**config.mk**
```make
export PLATFORM = sky130hd
export DESIGN_NAME = reflectance_blink_detector_flat
export DESIGN_NICKNAME = d
export VERILOG_FILES = /design/src/rtl/core/rbd_pkg.sv /design/src/rtl/core/rbd_if.sv /design/src/rtl/core/rbd_div.sv /design/src/rtl/core/rbd_mul.sv /design/src/rtl/core/reflectance_blink_detector.sv /design/src/flat_wrapper.sv
export SDC_FILE = /design/constraint.sdc
export NUM_CORES = 1
export LEC_CHECK = 0
export BUFFER_PORTS_ARGS = -buffer_cell sky130_fd_sc_hd__buf_2
export CELL_PAD_IN_SITES_DETAIL_PLACEMENT = 1
export CELL_PAD_IN_SITES_GLOBAL_PLACEMENT = 2
export CORE_ASPECT_RATIO = 2
export CORE_UTILIZATION = 45
export DETAILED_ROUTE_END_ITERATION = 6
export GPL_TIMING_DRIVEN = 0
export PLACE_DENSITY_LB_ADDON = 0.15
export REMOVE_ABC_BUFFERS = 1
export SETUP_SLACK_MARGIN = 0.4
export SKIP_LAST_GASP = 1
export SLEW_MARGIN = 20
export SYNTH_ARGS = -nofsm -noshare
export SYNTH_HDL_FRONTEND = slang
export SYNTH_SLANG_ARGS = --single-unit
```
**constraint.sdc**
```tcl
create_clock -name i_clk -period 10.3 [get_ports i_clk]
set_clock_uncertainty 0.1 [all_clocks]
set_input_delay 2.575 -clock i_clk [delete_from_list [all_inputs] [get_ports i_clk]]
set_output_delay 2.575 -clock i_clk [all_outputs]
set_load 0.02 [all_outputs]
```
**src/rtl/core/rbd_pkg.sv**
```systemverilog
`timescale 1ns / 1ps
`default_nettype none
package rbd_pkg;

    localparam int unsigned RingLen   = 100;
    localparam int unsigned ConfTaps  = 10;
    localparam int unsigned RateScale = 30;

    localparam int unsigned SampleW = 10;
    localparam int unsigned PctW    = 7;
    localparam int unsigned LenW    = 5;
    localparam int unsigned CfgIdxW = 3;
    localparam int unsigned CfgDatW = 10;
    localparam int unsigned SerW    = 18;

    typedef enum logic [1:0] {
        PH_IDLE    = 2'd0,
        PH_DIP     = 2'd1,
        PH_RECOVER = 2'd2
    } t_phase;

    typedef enum logic [2:0] {
        CFG_SEED    = 3'd0,
        CFG_THRESH  = 3'd1,
        CFG_END     = 3'd2,
        CFG_RECOVER = 3'd3,
        CFG_MIN_LEN = 3'd4,
        CFG_MAX_LEN = 3'd5,
        CFG_MAX_PCT = 3'd6
    } t_cfg_idx;

    typedef enum logic [2:0] {
        ST_IDLE,
        ST_MUL,
        ST_DIV,
        ST_JUDGE,
        ST_SUM,
        ST_OUT
    } t_state;

    typedef struct packed {
        logic                start;
        logic [SerW-1:0]     dividend;
        logic [SerW-1:0]     divisor;
    } t_div_req;

    typedef struct packed {
        logic                busy;
        logic                done;
        logic [SerW-1:0]     quotient;
    } t_div_rsp;

endpackage
`default_nettype wire

```
**src/rtl/core/rbd_if.sv**
```systemverilog
`timescale 1ns / 1ps
`default_nettype none
interface rbd_in_if;
    logic                             valid;
    logic                             ready;
    logic [rbd_pkg::SampleW-1:0]      sample;
    logic                             window_end;
    modport source (output valid, sample, window_end, input ready);
    modport sink   (input valid, sample, window_end, output ready);
endinterface

interface rbd_out_if;
    logic       valid;
    logic       ready;
    logic [7:0] amplitude;
    logic       blink_counted;
    logic [1:0] detector_state;
    logic [7:0] blink_rate;
    logic [6:0] confidence;
    logic [1:0] quality;
    logic       rate_updated;
    modport source (output valid, amplitude, blink_counted, detector_state, blink_rate,
                    confidence, quality, rate_updated, input ready);
    modport sink   (input valid, amplitude, blink_counted, detector_state, blink_rate,
                    confidence, quality, rate_updated, output ready);
endinterface

interface rbd_cfg_if;
    logic                             valid;
    logic                             ready;
    logic [rbd_pkg::CfgIdxW-1:0]      index;
    logic [rbd_pkg::CfgDatW-1:0]      data;
    modport source (output valid, index, data, input ready);
    modport sink   (input valid, index, data, output ready);
endinterface
`default_nettype wire

```
**src/rtl/core/rbd_div.sv**
```systemverilog
`timescale 1ns / 1ps
`default_nettype none
module rbd_div (
    input  wire                    i_clk,
    input  wire                    i_rst_n,
    input  rbd_pkg::t_div_req      i_req,
    output rbd_pkg::t_div_rsp      o_rsp
);
    localparam int unsigned W  = rbd_pkg::SerW;
    localparam int unsigned CW = $clog2(W + 1);

    logic [W-1:0]  r_quo, n_quo;
    logic [W:0]    r_rem, n_rem;
    logic [W-1:0]  r_dvs, n_dvs;
    logic [CW-1:0] r_cnt, n_cnt;
    logic          r_busy, n_busy;
    logic          r_done, n_done;
    logic [W:0]    w_trial;

    always_comb begin
        n_quo   = r_quo;
        n_rem   = r_rem;
        n_dvs   = r_dvs;
        n_cnt   = r_cnt;
        n_busy  = r_busy;
        n_done  = 1'b0;
        w_trial = {r_rem[W-1:0], r_quo[W-1]};
        if (i_req.start) begin
            n_quo  = i_req.dividend;
            n_rem  = '0;
            n_dvs  = i_req.divisor;
            n_cnt  = CW'(W);
            n_busy = 1'b1;
        end else if (r_busy) begin
            if (w_trial >= {1'b0, r_dvs}) begin
                n_rem = w_trial - {1'b0, r_dvs};
                n_quo = {r_quo[W-2:0], 1'b1};
            end else begin
                n_rem = w_trial;
                n_quo = {r_quo[W-2:0], 1'b0};
            end
            n_cnt = r_cnt - 1'b1;
            if (r_cnt == CW'(1)) begin
                n_busy = 1'b0;
                n_done = 1'b1;
            end
        end
    end

    always_ff @(posedge i_clk) begin
        if (!i_rst_n) begin
            r_busy <= 1'b0;
            r_done <= 1'b0;
            r_cnt  <= '0;
        end else begin
            r_busy <= n_busy;
            r_done <= n_done;
            r_cnt  <= n_cnt;
        end
        r_quo <= n_quo;
        r_rem <= n_rem;
        r_dvs <= n_dvs;
    end

    assign o_rsp.busy     = r_busy;
    assign o_rsp.done     = r_done;
    assign o_rsp.quotient = r_quo;

`ifndef SYNTHESIS
    a_done_after_busy: assert property (@(posedge i_clk) disable iff (!i_rst_n)
        r_done |-> $past(r_busy)) else $error("divider done without busy");
    a_no_busy_done: assert property (@(posedge i_clk) disable iff (!i_rst_n)
        !(r_done && r_busy && !$past(i_req.start))) else $error("divider busy and done");
    a_cnt_range: assert property (@(posedge i_clk) disable iff (!i_rst_n)
        r_busy |-> (r_cnt != '0)) else $error("divider count lost");
`endif
endmodule
`default_nettype wire

```
**src/rtl/core/rbd_mul.sv**
```systemverilog
`timescale 1ns / 1ps
`default_nettype none
module rbd_mul (
    input  wire                        i_clk,
    input  wire                        i_rst_n,
    input  wire                        i_start,
    input  wire [rbd_pkg::SerW-1:0]    i_a,
    input  wire [rbd_pkg::PctW-1:0]    i_b,
    output logic                       o_done,
    output logic [rbd_pkg::SerW-1:0]   o_prod
);
    localparam int unsigned W  = rbd_pkg::SerW;
    localparam int unsigned B  = rbd_pkg::PctW;
    localparam int unsigned CW = $clog2(B + 1);

    logic [W-1:0]  r_acc, n_acc;
    logic [W-1:0]  r_a, n_a;
    logic [B-1:0]  r_b, n_b;
    logic [CW-1:0] r_cnt, n_cnt;
    logic          r_done, n_done;

    always_comb begin
        n_acc  = r_acc;
        n_a    = r_a;
        n_b    = r_b;
        n_cnt  = r_cnt;
        n_done = 1'b0;
        if (i_start) begin
            n_acc = '0;
            n_a   = i_a;
            n_b   = i_b;
            n_cnt = CW'(B);
        end else if (r_cnt != '0) begin
            if (r_b[0]) n_acc = r_acc + r_a;
            n_a   = {r_a[W-2:0], 1'b0};
            n_b   = r_b >> 1;
            n_cnt = r_cnt - 1'b1;
            if (r_cnt == CW'(1)) n_done = 1'b1;
        end
    end

    always_ff @(posedge i_clk) begin
        if (!i_rst_n) begin
            r_cnt  <= '0;
            r_done <= 1'b0;
        end else begin
            r_cnt  <= n_cnt;
            r_done <= n_done;
        end
        r_acc <= n_acc;
        r_a   <= n_a;
        r_b   <= n_b;
    end

    assign o_done = r_done;
    assign o_prod = r_acc;
endmodule
`default_nettype wire

```
**src/rtl/core/reflectance_blink_detector.sv**
```systemverilog
// Reflectance blink detector.
// Channels: in (sample, window_end), out (one result word per input word),
// cfg (register index and data, always ready; to be written only while
// idle, which the block itself does not enforce). Each input word runs
// through a sequencer that reuses a bit-serial multiplier and a restoring
// divider for the baseline, the thresholds and the dip depth; at a window
// end a ten-tap deviation sum takes one tap a cycle.
// Each result passes through the serial divider (up to two divides) and
// the multiplier (up to three products), plus the tap sum at a window end
// once the ring has filled. One word is in flight at a time; in.ready is
// high only in idle with no result pending, so a new word is taken only
// after the last result has been taken.
// Reset (synchronous, active low) restores the register defaults, clears the
// baseline, phase, tally, held rate and confidence, ring position and taps.
// When the receiver stalls the result stays in the output register and the
// block takes no new word until it is taken.
`timescale 1ns / 1ps
`default_nettype none
module reflectance_blink_detector #(
    parameter int unsigned RING_LEN   = rbd_pkg::RingLen,
    parameter int unsigned CONF_TAPS  = rbd_pkg::ConfTaps,
    parameter int unsigned RATE_SCALE = rbd_pkg::RateScale
) (
    input  wire  i_clk,
    input  wire  i_rst_n,
    rbd_in_if.sink    in,
    rbd_out_if.source out,
    rbd_cfg_if.sink   cfg
);
    localparam int unsigned SW = rbd_pkg::SampleW;
    localparam int unsigned W  = rbd_pkg::SerW;
    localparam int unsigned TW = (CONF_TAPS > 1) ? $clog2(CONF_TAPS) : 1;
    localparam int unsigned TCW = $clog2(CONF_TAPS + 1);
    localparam int unsigned SUMW = SW + $clog2(CONF_TAPS + 1);

    typedef enum logic [3:0] {
        K_BASE_MUL, K_BASE_DIV, K_THR_MUL, K_THR_DIV,
        K_END_MUL, K_REC_MUL, K_DEPTH_MUL, K_DEPTH_DIV, K_DONE
    } t_step;

    logic [SW-1:0] r_seed;
    logic [6:0]    r_thr, r_endp, r_recp, r_maxp;
    logic [4:0]    r_minl, r_maxl;

    rbd_pkg::t_state r_st, n_st;
    t_step           r_k, n_k;

    logic [SW-1:0] r_v;
    logic          r_wend;
    logic [SW-1:0] r_base, r_pre, r_dmin;
    logic          r_seeded;
    rbd_pkg::t_phase r_ph;
    logic [4:0]    r_dlen;
    logic [7:0]    r_tally, r_rate;
    logic [6:0]    r_conf;
    logic [6:0]    r_rpos;
    logic          r_filled;
    logic [SW-1:0] r_taps [CONF_TAPS];
    logic [SW-1:0] r_thres;
    logic [W-1:0]  r_cmp;
    logic          r_counted, r_upd;
    logic [TCW-1:0] r_ti;
    logic [SUMW-1:0] r_sum;
    logic          r_ovalid;

    logic          w_mstart, w_mdone;
    logic [W-1:0]  w_ma, w_mprod;
    logic [6:0]    w_mb;
    rbd_pkg::t_div_req w_dreq;
    rbd_pkg::t_div_rsp w_drsp;

    rbd_mul u_mul (.i_clk, .i_rst_n, .i_start(w_mstart), .i_a(w_ma), .i_b(w_mb),
                   .o_done(w_mdone), .o_prod(w_mprod));
    rbd_div u_div (.i_clk, .i_rst_n, .i_req(w_dreq), .o_rsp(w_drsp));

    assign cfg.ready = 1'b1;
    assign in.ready  = (r_st == rbd_pkg::ST_IDLE) && !r_ovalid;

    logic        w_acc;
    logic [6:0]  w_p;
    logic [W-1:0] w_v100;
    logic        w_len_ok, w_pct_ok;
    logic [SW-1:0] w_tap, w_dev;
    logic [7:0]  w_rmul;

    assign w_acc  = in.valid && in.ready;
    assign w_p    = (r_thr > 7'd100) ? 7'd100 : r_thr;
    assign w_v100 = W'(r_v) * W'(100);
    assign w_len_ok = (r_dlen >= r_minl) && (r_dlen <= r_maxl);
    assign w_pct_ok = (w_drsp.quotient >= W'(r_thr)) && (w_drsp.quotient <= W'(r_maxp));
    assign w_tap = r_taps[r_ti[TW-1:0]];
    assign w_dev = (w_tap > r_base) ? w_tap - r_base : r_base - w_tap;
    assign w_rmul = ((r_tally * RATE_SCALE) > 255) ? 8'd255 : 8'(r_tally * RATE_SCALE);

    // Sequencer: kick serial units and fold their results in.
    always_comb begin
        w_mstart = 1'b0;
        w_ma     = '0;
        w_mb     = '0;
        w_dreq   = '0;
        n_st     = r_st;
        n_k      = r_k;
        unique case (r_st)
            rbd_pkg::ST_IDLE: if (w_acc) begin
                n_st = rbd_pkg::ST_MUL;
                n_k  = K_BASE_MUL;
                w_mstart = 1'b1;
                w_ma = W'(r_seeded ? r_base : r_seed);
                w_mb = 7'd19;
            end
            rbd_pkg::ST_MUL: if (w_mdone) begin
                case (r_k)
                    K_BASE_MUL: begin
                        w_dreq.start = 1'b1;
                        w_dreq.dividend = w_mprod + W'(r_v);
                        w_dreq.divisor = W'(20);
                        n_st = rbd_pkg::ST_DIV;
                        n_k = K_BASE_DIV;
                    end
                    K_THR_MUL: begin
                        w_dreq.start = 1'b1;
                        w_dreq.dividend = w_mprod;
                        w_dreq.divisor = W'(100);
                        n_st = rbd_pkg::ST_DIV;
                        n_k = K_THR_DIV;
                    end
                    K_DEPTH_MUL: begin
                        w_dreq.start = 1'b1;
                        w_dreq.dividend = w_mprod;
                        w_dreq.divisor = W'(r_pre);
                        n_st = rbd_pkg::ST_DIV;
                        n_k = K_DEPTH_DIV;
                    end
                    default: n_st = rbd_pkg::ST_JUDGE;
                endcase
            end
            rbd_pkg::ST_DIV: if (w_drsp.done) begin
                case (r_k)
                    K_BASE_DIV: begin
                        w_mstart = 1'b1;
                        w_ma = w_drsp.quotient;
                        n_st = rbd_pkg::ST_MUL;
                        if (r_ph == rbd_pkg::PH_IDLE) begin
                            w_mb = 7'(100) - w_p;
                            n_k = K_THR_MUL;
                        end else if (r_ph == rbd_pkg::PH_DIP) begin
                            w_mb = r_endp;
                            n_k = K_END_MUL;
                        end else begin
                            w_mb = r_recp;
                            n_k = K_REC_MUL;
                        end
                    end
                    default: n_st = rbd_pkg::ST_JUDGE;
                endcase
            end
            rbd_pkg::ST_JUDGE: begin
                n_st = r_wend ? rbd_pkg::ST_SUM : rbd_pkg::ST_OUT;
                if (r_k == K_END_MUL && w_v100 > r_cmp && w_len_ok
                    && r_pre != '0 && r_dmin <= r_pre) begin
                    w_mstart = 1'b1;
                    w_ma = W'(r_pre - r_dmin);
                    w_mb = 7'd100;
                    n_st = rbd_pkg::ST_MUL;
                    n_k = K_DEPTH_MUL;
                end
            end
            rbd_pkg::ST_SUM: if (!(r_filled && r_ti != TCW'(CONF_TAPS))) begin
                n_st = rbd_pkg::ST_OUT;
            end
            rbd_pkg::ST_OUT: n_st = rbd_pkg::ST_IDLE;
            default: n_st = rbd_pkg::ST_IDLE;
        endcase
    end

    always_ff @(posedge i_clk) begin
        if (!i_rst_n) begin
            r_st <= rbd_pkg::ST_IDLE;
            r_k  <= K_DONE;
        end else begin
            r_st <= n_st;
            r_k  <= n_k;
        end
    end

    always_ff @(posedge i_clk) begin
        if (!i_rst_n) begin
            r_seed <= 10'd512; r_thr <= 7'd15; r_endp <= 7'd85; r_recp <= 7'd90;
            r_minl <= 5'd5; r_maxl <= 5'd20; r_maxp <= 7'd60;
            r_base <= '0; r_seeded <= 1'b0; r_ph <= rbd_pkg::PH_IDLE;
            r_dlen <= '0; r_dmin <= 10'h3FF; r_pre <= '0; r_tally <= '0;
            r_rate <= '0; r_conf <= '0; r_rpos <= '0; r_filled <= 1'b0;
            r_ovalid <= 1'b0; r_ti <= '0; r_sum <= '0;
            r_counted <= 1'b0; r_upd <= 1'b0;
            for (int i = 0; i < CONF_TAPS; i++) r_taps[i] <= '0;
        end else begin
            if (cfg.valid) begin
                case (rbd_pkg::t_cfg_idx'(cfg.index))
                    rbd_pkg::CFG_SEED:    r_seed <= cfg.data;
                    rbd_pkg::CFG_THRESH:  r_thr  <= cfg.data[6:0];
                    rbd_pkg::CFG_END:     r_endp <= cfg.data[6:0];
                    rbd_pkg::CFG_RECOVER: r_recp <= cfg.data[6:0];
                    rbd_pkg::CFG_MIN_LEN: r_minl <= cfg.data[4:0];
                    rbd_pkg::CFG_MAX_LEN: r_maxl <= cfg.data[4:0];
                    rbd_pkg::CFG_MAX_PCT: r_maxp <= cfg.data[6:0];
                    default: ;
                endcase
            end
            if (r_st == rbd_pkg::ST_OUT) r_ovalid <= 1'b1;
            else if (out.ready) r_ovalid <= 1'b0;
            if (w_acc) begin
                r_v <= in.sample;
                r_wend <= in.window_end;
                r_counted <= 1'b0;
                r_upd <= 1'b0;
                r_ti <= '0;
                r_sum <= '0;
                if (r_rpos < 7'(CONF_TAPS)) r_taps[r_rpos[TW-1:0]] <= in.sample;
                if (r_rpos + 7'd1 >= 7'(RING_LEN)) begin
                    r_rpos <= '0;
                    r_filled <= 1'b1;
                end else begin
                    r_rpos <= r_rpos + 7'd1;
                end
                r_seeded <= 1'b1;
            end
            if (r_st == rbd_pkg::ST_DIV && w_drsp.done && r_k == K_BASE_DIV)
                r_base <= w_drsp.quotient[SW-1:0];
            if (r_st == rbd_pkg::ST_DIV && w_drsp.done && r_k == K_THR_DIV)
                r_thres <= w_drsp.quotient[SW-1:0];
            if (r_st == rbd_pkg::ST_MUL && w_mdone)
                r_cmp <= w_mprod;
            if (r_st == rbd_pkg::ST_JUDGE) begin
                if (r_k == K_DEPTH_DIV) begin
                    if (w_pct_ok) begin
                        r_counted <= 1'b1;
                        if (r_tally != 8'd255) r_tally <= r_tally + 8'd1;
                    end
                end else begin
                    unique case (r_ph)
                        rbd_pkg::PH_IDLE: if (r_v < r_thres) begin
                            r_ph <= rbd_pkg::PH_DIP;
                            r_dlen <= 5'd1;
                            r_dmin <= r_v;
                            r_pre <= r_base;
                        end
                        rbd_pkg::PH_DIP: begin
                            if (w_v100 > r_cmp) r_ph <= rbd_pkg::PH_RECOVER;
                            else if (r_dlen > r_maxl) r_ph <= rbd_pkg::PH_IDLE;
                        end
                        default: if (w_v100 > r_cmp) r_ph <= rbd_pkg::PH_IDLE;
                    endcase
                end
            end
            if (r_st == rbd_pkg::ST_DIV && w_drsp.done && r_k == K_BASE_DIV
                && r_ph == rbd_pkg::PH_DIP) begin
                if (r_dlen != 5'd31) r_dlen <= r_dlen + 5'd1;
                if (r_v < r_dmin) r_dmin <= r_v;
            end
            if (r_st == rbd_pkg::ST_SUM) begin
                if (r_filled && r_ti != TCW'(CONF_TAPS)) begin
                    r_sum <= r_sum + SUMW'(w_dev);
                    r_ti <= r_ti + 1'b1;
                end else begin
                    if (r_filled) begin
                        r_rate <= w_rmul;
                        r_conf <= (r_sum < SUMW'(50)) ? 7'd90 :
                                  (r_sum < SUMW'(150)) ? 7'd70 : 7'd40;
                        r_upd <= 1'b1;
                    end
                    r_tally <= '0;
                end
            end
        end
    end

    // The depth path re-enters JUDGE with the phase already recovering.
    assign out.valid          = r_ovalid;
    assign out.amplitude      = r_v[SW-1:2];
    assign out.blink_counted  = r_counted;
    assign out.detector_state = r_ph;
    assign out.blink_rate     = r_rate;
    assign out.confidence     = r_conf;
    assign out.quality        = (r_conf > 7'd80) ? 2'd2 : (r_conf > 7'd50) ? 2'd1 : 2'd0;
    assign out.rate_updated   = r_upd;

`ifndef SYNTHESIS
    a_no_accept_busy: assert property (@(posedge i_clk) disable iff (!i_rst_n)
        (r_st != rbd_pkg::ST_IDLE) |-> !in.ready) else $error("accepted while busy");
    a_out_after_seq: assert property (@(posedge i_clk) disable iff (!i_rst_n)
        $rose(r_ovalid) |-> $past(r_st == rbd_pkg::ST_OUT)) else $error("stray result");
    a_count_in_recover: assert property (@(posedge i_clk) disable iff (!i_rst_n)
        (r_ovalid && r_counted) |-> (r_ph == rbd_pkg::PH_RECOVER))
        else $error("blink outside recovery");
`endif
endmodule
`default_nettype wire

```
**src/flat_wrapper.sv**
```systemverilog
// flat-port wrapper written by rule: the top's interface ports become plain ports
module reflectance_blink_detector_flat 
#(
    parameter int unsigned RING_LEN   = rbd_pkg::RingLen,
    parameter int unsigned CONF_TAPS  = rbd_pkg::ConfTaps,
    parameter int unsigned RATE_SCALE = rbd_pkg::RateScale
)
  (i_clk, i_rst_n, in_valid, in_sample, in_window_end, in_ready, out_valid, out_amplitude, out_blink_counted, out_detector_state, out_blink_rate, out_confidence, out_quality, out_rate_updated, out_ready, cfg_valid, cfg_index, cfg_data, cfg_ready);
  rbd_in_if in_i ();
  rbd_out_if out_i ();
  rbd_cfg_if cfg_i ();
  input  wire i_clk;
  input  wire i_rst_n;
  input wire logic [$bits(in_i.valid)-1:0] in_valid;
  input wire logic [$bits(in_i.sample)-1:0] in_sample;
  input wire logic [$bits(in_i.window_end)-1:0] in_window_end;
  output wire logic [$bits(in_i.ready)-1:0] in_ready;
  output wire logic [$bits(out_i.valid)-1:0] out_valid;
  output wire logic [$bits(out_i.amplitude)-1:0] out_amplitude;
  output wire logic [$bits(out_i.blink_counted)-1:0] out_blink_counted;
  output wire logic [$bits(out_i.detector_state)-1:0] out_detector_state;
  output wire logic [$bits(out_i.blink_rate)-1:0] out_blink_rate;
  output wire logic [$bits(out_i.confidence)-1:0] out_confidence;
  output wire logic [$bits(out_i.quality)-1:0] out_quality;
  output wire logic [$bits(out_i.rate_updated)-1:0] out_rate_updated;
  input wire logic [$bits(out_i.ready)-1:0] out_ready;
  input wire logic [$bits(cfg_i.valid)-1:0] cfg_valid;
  input wire logic [$bits(cfg_i.index)-1:0] cfg_index;
  input wire logic [$bits(cfg_i.data)-1:0] cfg_data;
  output wire logic [$bits(cfg_i.ready)-1:0] cfg_ready;
  assign in_i.valid = in_valid;
  assign in_i.sample = in_sample;
  assign in_i.window_end = in_window_end;
  assign in_ready = in_i.ready;
  assign out_valid = out_i.valid;
  assign out_amplitude = out_i.amplitude;
  assign out_blink_counted = out_i.blink_counted;
  assign out_detector_state = out_i.detector_state;
  assign out_blink_rate = out_i.blink_rate;
  assign out_confidence = out_i.confidence;
  assign out_quality = out_i.quality;
  assign out_rate_updated = out_i.rate_updated;
  assign out_i.ready = out_ready;
  assign cfg_i.valid = cfg_valid;
  assign cfg_i.index = cfg_index;
  assign cfg_i.data = cfg_data;
  assign cfg_ready = cfg_i.ready;
  reflectance_blink_detector #(.RING_LEN(RING_LEN), .CONF_TAPS(CONF_TAPS), .RATE_SCALE(RATE_SCALE)) u_core (.i_clk(i_clk), .i_rst_n(i_rst_n), .in(in_i), .out(out_i), .cfg(cfg_i));
endmodule
```
[Yosys cells after proc, flatten, opt, wreduce, memory -nomap -nowiden]
Memory sizes are Yosys's and may differ from the RTL's. A register that Yosys moved wholly into a read port is not among the register bits.
Cells that the tools add are included.
Widths: inputs -> output; s select.
Cells by class
  muxes and demuxes: 112
  magnitude comparators: 19
  $add $sub $neg: 14
  bitwise gates (word level): 5
  $mul: 2
  reduce and logical (&&, ||, !) cells: 49
  equal/unequal tests: 32
  shift operators: 0
  div/mod/pow operators: 0
Operator list (count)
  $mux 18: 9
  $pmux 37 s3: 1
  $mux 10: 9
  $mux 7: 11
  $mux 37: 2
  $mux 8: 7
  $pmux 18 s3: 1
  $mux 5: 9
  $mux 4: 11
  $mux 14: 3
  $mux 1: 30
  $reduce_and 2->1: 13
  $mux 3: 7
  $pmux 7 s3: 1
  $lt 10x10->1: 2
  $sub 10x10->10: 2
  $ge 19x18->1: 1
  $add 18x10->18: 1
  $add 18x18->18: 1
  $ge 18x7->1: 1
  $gt 17x18->1: 1
  $le 18x7->1: 1
  $sub 18x18->18: 1
  $pmux 4 s4: 1
  59 further kinds: 107
Storage, ports and cells
  input port bits: 29
  RAM bits: 100
  word-level logic and storage cells: 275
  memories kept: 1
  register bits after elaboration: 292
  latch bits: 0
  output and inout bits: 32
  memory bits (read-only): 0
Memory list
  u_core.r_taps: words 10, bits a word 10, rd ports 1, clocked after Yosys merged registers in 1, wr ports 10, RTL line reflectance_blink_detector.sv:58  | logic [SW-1:0] r_taps [CONF_TAPS];

[Longest topological paths before layout]
  depth in word-level cells: 9
  gate-level depth with buffers: 24
  gate-level depth less buffers: 22

[Modules after synthesis]
A second synthesis with hierarchy kept.
Unflattened totals
  cells, all modules: 2538
  area, all modules: 26043.7 um^2
By module, submodules not included
  reflectance_blink_detector: times used 1, seq. area each 8838.5 um^2, cells each 1972, area each 20061.7 um^2
  rbd_div: times used 1, seq. area each 1581.5 um^2, cells each 313, area each 3344.5 um^2
  rbd_mul: times used 1, seq. area each 1191.1 um^2, cells each 253, area each 2637.5 um^2

[Worst setup path after synthesis]
Ideal clock, no wire load.
  path kind: reg2reg
  start: register u_core.r_ti[0]
  end: register u_core.r_sum[12]
  setup time: 0.101 ns
  cell stages (with the launch flop): 22
  arrival time: 5.823 ns
  buffers on the path: 4
  setup slack: 4.276 ns
  clock period less this slack: 6.024 ns
  required time: 10.099 ns
  cells stage by stage: dfxtp_1 -> clkbuf_1 -> buf_1 -> mux4_2 -> mux4_2 -> ha_1 -> clkbuf_1 -> nand2_1 -> o21ai_0 -> o21ba_2 -> o21ai_1 -> clkbuf_1 -> mux2_2 -> fa_1 -> a21o_1 -> a21oi_1 -> nor2b_1 -> o21ai_0 -> a211oi_1 -> o21ai_0 -> o2111ai_1 -> o41ai_1
On the way
  word-level cells in the longest chain between the ends: 4
RTL lines
  start: declaration: RTL line reflectance_blink_detector.sv:62  | logic [TCW-1:0] r_ti;
  start signal: assignment: RTL line reflectance_blink_detector.sv:263  | r_ti <= r_ti + 1'b1;
  $ne 4x4->1: RTL line reflectance_blink_detector.sv:261  | if (r_filled && r_ti != TCW'(CONF_TAPS)) begin
  $logic_and 1x1->1: RTL line reflectance_blink_detector.sv:261
  $mux 14: RTL line reflectance_blink_detector.sv:261
  $mux 14: RTL line reflectance_blink_detector.sv:260  | if (r_st == rbd_pkg::ST_SUM) begin
  end signal: assignment: RTL line reflectance_blink_detector.sv:262  | r_sum <= r_sum + SUMW'(w_dev);
  end: declaration: RTL line reflectance_blink_detector.sv:63  | logic [SUMW-1:0] r_sum;
No other way between the ends.
A chain may end at the register's enable or synchronous reset.

[Worst setup path after layout]
  start: register u_core.r_v[3]
  end: register u_core.u_mul.r_acc[16] (netlist: u_core.u_mul.o_prod[16])
On the way
  word-level cells in the longest chain between the ends: 8
RTL lines
  start: declaration: RTL line reflectance_blink_detector.sv:48  | logic [SW-1:0] r_v;
  start signal: assignment: RTL line reflectance_blink_detector.sv:212  | r_v <= in.sample;
  $mul 10x5->15: RTL line reflectance_blink_detector.sv:88  | assign w_v100 = W'(r_v) * W'(100);
  $gt 17x18->1: RTL line reflectance_blink_detector.sv:159  | if (r_k == K_END_MUL && w_v100 > r_cmp && w_len_ok
  $logic_and 1x1->1 (2 in series): RTL line reflectance_blink_detector.sv:159
  $logic_and 1x1->1 (2 in series): RTL line reflectance_blink_detector.sv:160  | && r_pre != '0 && r_dmin <= r_pre) begin
  $mux 1: RTL line reflectance_blink_detector.sv:159
  $pmux 1 s3: RTL line reflectance_blink_detector.sv:103  | unique case (r_st)
  end signal: assignment: RTL line rbd_mul.sv:50  | r_acc <= n_acc;
  end: declaration: RTL line rbd_mul.sv:16  | logic [W-1:0] r_acc, n_acc;
No other way between the ends.

==> summary.txt <==
Status
  – Status: complete, no violations

Route
  – Total vias in the final route: 19200
  – Drt pass-1 iters: 4
  – DR WL/cell: around 22 um
  – Residual DRC count: 0
  – Antenna Nets Post-Route: 0
  – Initial drt markers: 793
  – Vias per cell: 5.73
  – Drt total wl: around 74 mm

Layout
  – Post-Layout Cell Count: 3350
  – Area of the multi-input gates: around 13000 sq um
  – Fill cell count: just over 6000
  – Ant diodes: 0
  – Share of cells above drive strength 1: around 9%
  – Net count, final: approximately 2800
  – Final core occ: about half
  – Register area: 11400 sq um
  – Syn-to-layout area delta: 10.9%

Setup path
  – Most used cell, CP: ha_1
  – Crit Path Class: reg2reg
  – WP data arrival: around 7.3 ns
  – CP top delay family: simple AND/OR/NAND/NOR gates
  – Buf/Inv on CP: 0
  – Crit-path max FO: 23
  – Startpoint types: flip-flop
  – Slowest-stage cell, CP: nand2_1
  – Worst Path Required: 10.68 ns
  – Crit path capture type: flip-flop
  – CP Cell Sequence: ha_1 -> ha_1 -> fa_1 -> ha_1 -> nor2b_1 -> o21ai_0 -> a21boi_0 -> o21ai_0 -> a21oi_1 -> o21ai_0 -> nor2_1 -> a211oi_1 -> ha_1 -> nand3_1 -> nor4_1 -> a221oi_1 -> a21oi_2 -> nand4_1 -> nand2_1 -> nor3b_1 -> a21o_1
  – CP peak stage delay: slightly below 0.9 ns

STA
  – Final hold violations: 0
  – F_max: around 140 MHz
  – Worst slew pin tran: 1.18 ns
  – Min Tclk post-route: between 6 and 7 ns
  – Final WS setup: around 3.4 ns
  – Tcrit/Tclk final: about two thirds
  – Slew HR: a little over a fifth
  – Final slew viol count: 0
  – RSZ-0062 raised after global routing: no
  – Setup violators final: 0
  – Sum Neg Setup Slack: 0 ns

CTS
  – Resize count post-CTS: 0
  – H-tree levels: 2
  – CTS Buf Count: 43
  – Clk slew on worst S/H paths: around 0.070 ns
  – Clk_lat worst skew: about 0.58 ns
  – Post-CTS Setup Inserts: 0
  – Clock Tree Buf Depth: 3
  – CTS tree: yes
  – Root buffer cell: clkbuf_16
  – Clk sinks: ~440
  – Hold-fix buffers, CTS: 0

Placement
  – Setup WS pre-CTS: between 3 and 4 ns
  – Inst Count DP: around 3300
  – Port bufs: 58
  – Dpl hpwl: 57.3 mm
  – Placer Congestion: roughly 0.9

Global routing
  – Initial antenna violation count: 0
  – Grt total ovfl: 0
  – First-pass GRT wire length: between 100 and 150 mm
  – Vias in the first global route: a little over 20000
  – Largest net degree at the start of global routing: a little under 80
  – GRT Overall Usage: a little over a quarter

Synth
  – Synth cell count leaders: nand2_1, edfxtp_1, nor2_1
  – Cells after Synth: approximately 2500
  – #FFs+latches synth: 442
  – Async set or reset register ratio after synthesis: 0%
  – Yosys top cell area share: a little under a third
  – Synth warn: 0
  – Distinct cells, synth: a little over 80
  – Post-synthesis sequential area ratio: between 40% and 50%
  – Cell taking the most area after synthesis: edfxtp_1
  – Top post-synthesis cells by area: edfxtp_1, dfxtp_1, ha_1
  – Synthesized area per cell: 9.97 sq um
  – Most used flip-flop cell after synthesis: edfxtp_1
  – Count leader, synth: nand2_1
  – Mapped cell area: between 20000 and 30000 sq um
  – Post-synth EDFFs: approximately 250

Floorplan
  – Starting density of the core: around 45%
  – Die area: approximately 57000 sq um
  – Rows: 122
  – Top Ports: between 60 and 70
  – Placeable Area: about 55000 sq um
  – Die X-Extent: ~170 um
  – Chip height: 336 um

Min path
  – Min-delay worst type: reg2reg

Power and ir drop
  – Static Leak: 11.4 nW
  – Peak supply drop: 0.191 mV
  – Cell Pwr Density: ~170 nW/um^2

Flow run
  – Max_cap viols: 0
cell families (layout without fill, tap and decap cells):
kind of cell    Yosys count  in the layout  synth area share [%]
compound gates          561            561                  13.7
fa+ha+maj               225            225                  12.0
xor+xnor                 73             73                  2.55
mux                     107            107                  6.79
buf+inv                 295            327                  4.67
flops                   442            442                  45.4
other cells               2             62                0.0300
simple gates            809            809                  14.9
tightest hold or removal path, cell delays in order (launching register included):
cell	delay (ns)
dfxtp_1	0.31
nand2_1	0.05
a21oi_1	0.05
cell usage in the layout (no fill, tap or decap), types with 7 or more instances in the layout:
cell / count
a211oi_1: 18
a21o_1: 19
a21oi_1: 211
a221o_1: 8
a221oi_1: 7
a22oi_1: 7
a31oi_1: 19
and2_1: 14
and3_1: 23
buf_2: 57
clkbuf_1: 7
clkbuf_16: 45
conb_1: 62
dfxtp_1: 187
edfxtp_1: 252
fa_1: 25
ha_1: 200
inv_1: 178
mux2i_1: 54
mux4_2: 50
nand2_1: 271
nand2b_1: 19
nand3_1: 67
nand3b_1: 9
nand4_1: 14
nor2_1: 240
nor2b_1: 28
nor3_1: 39
nor4_1: 16
o211ai_1: 35
o21a_1: 18
o21ai_0: 136
o21bai_1: 10
o31ai_1: 7
or2_2: 8
or3_1: 16
xnor2_1: 47
xor2_1: 26
per-stage QoR:
| stage | power, mW | instance area [sq um] | hold WS, ns |
|---|---|---|---|
| final | 4.82 | 27800 | 0.357 |
| after global routing | 5.06 | 27800 | 0.375 |
| after CTS | 4.87 | 27800 | 0.356 |
| after detailed placement | 3.17 | 26300 | 0.347 |
| after global placement | 3.12 | 26000 | 0.340 |
| after floorplan | 2.84 | 24800 | 0.333 |
worst paths after layout:
check,endpoint,cells past startpoint,slack [ns],from
min reg2reg,u_core.r_recp[2],2,0.36,u_core.r_recp[2]
max reg2reg,u_core.u_mul.o_prod[16],21,3.39,u_core.r_v[3]
max,u_core.u_mul.o_prod[16],21,3.39,u_core.r_v[3]
min,u_core.r_recp[2],2,0.36,u_core.r_recp[2]
sequential cells by signal, summed over array words and instances (netlist names), 14 cells and up:
name / count
u_core.r_taps: 160
u_core.r_sum: 14
u_core.u_div.r_quo: 18
u_core.u_mul.r_a: 18
u_core.u_mul.o_prod: 18
u_core.u_div.r_rem: 18
u_core.r_cmp: 18
report_power, final:
part	leakage, nW	switching, mW	internal [mW]
logic	6.62	0.602	0.403
clock network	0.713	0.722	0.967
registers	4.06	0.127	2.00
cell type report:
cell class / count / area share (%)
clock inverter: 24 / 1.12
inverter: 180 / 2.45
sequential: 442 / 41.0
tap: 744 / 3.35
timing repair buffer: 69 / 1.77
multi-input combinational: 1837 / 46.1
clock buffer: 54 / 4.22
per-layer routing:
| layer | routed length, um | track usage (%) | vias to the layer above |
|---|---|---|---|
| met4 | 5770 | 18.5 | 0 |
| li1 | - | - | 9098 |
| met2 | 41300 | 53.0 | 289 |
| met1 | 25500 | 25.3 | 9604 |
| met5 | 0 | 0 | - |
| met3 | 1470 | 2.38 | 195 |
(Power assumes the default switching activity.)
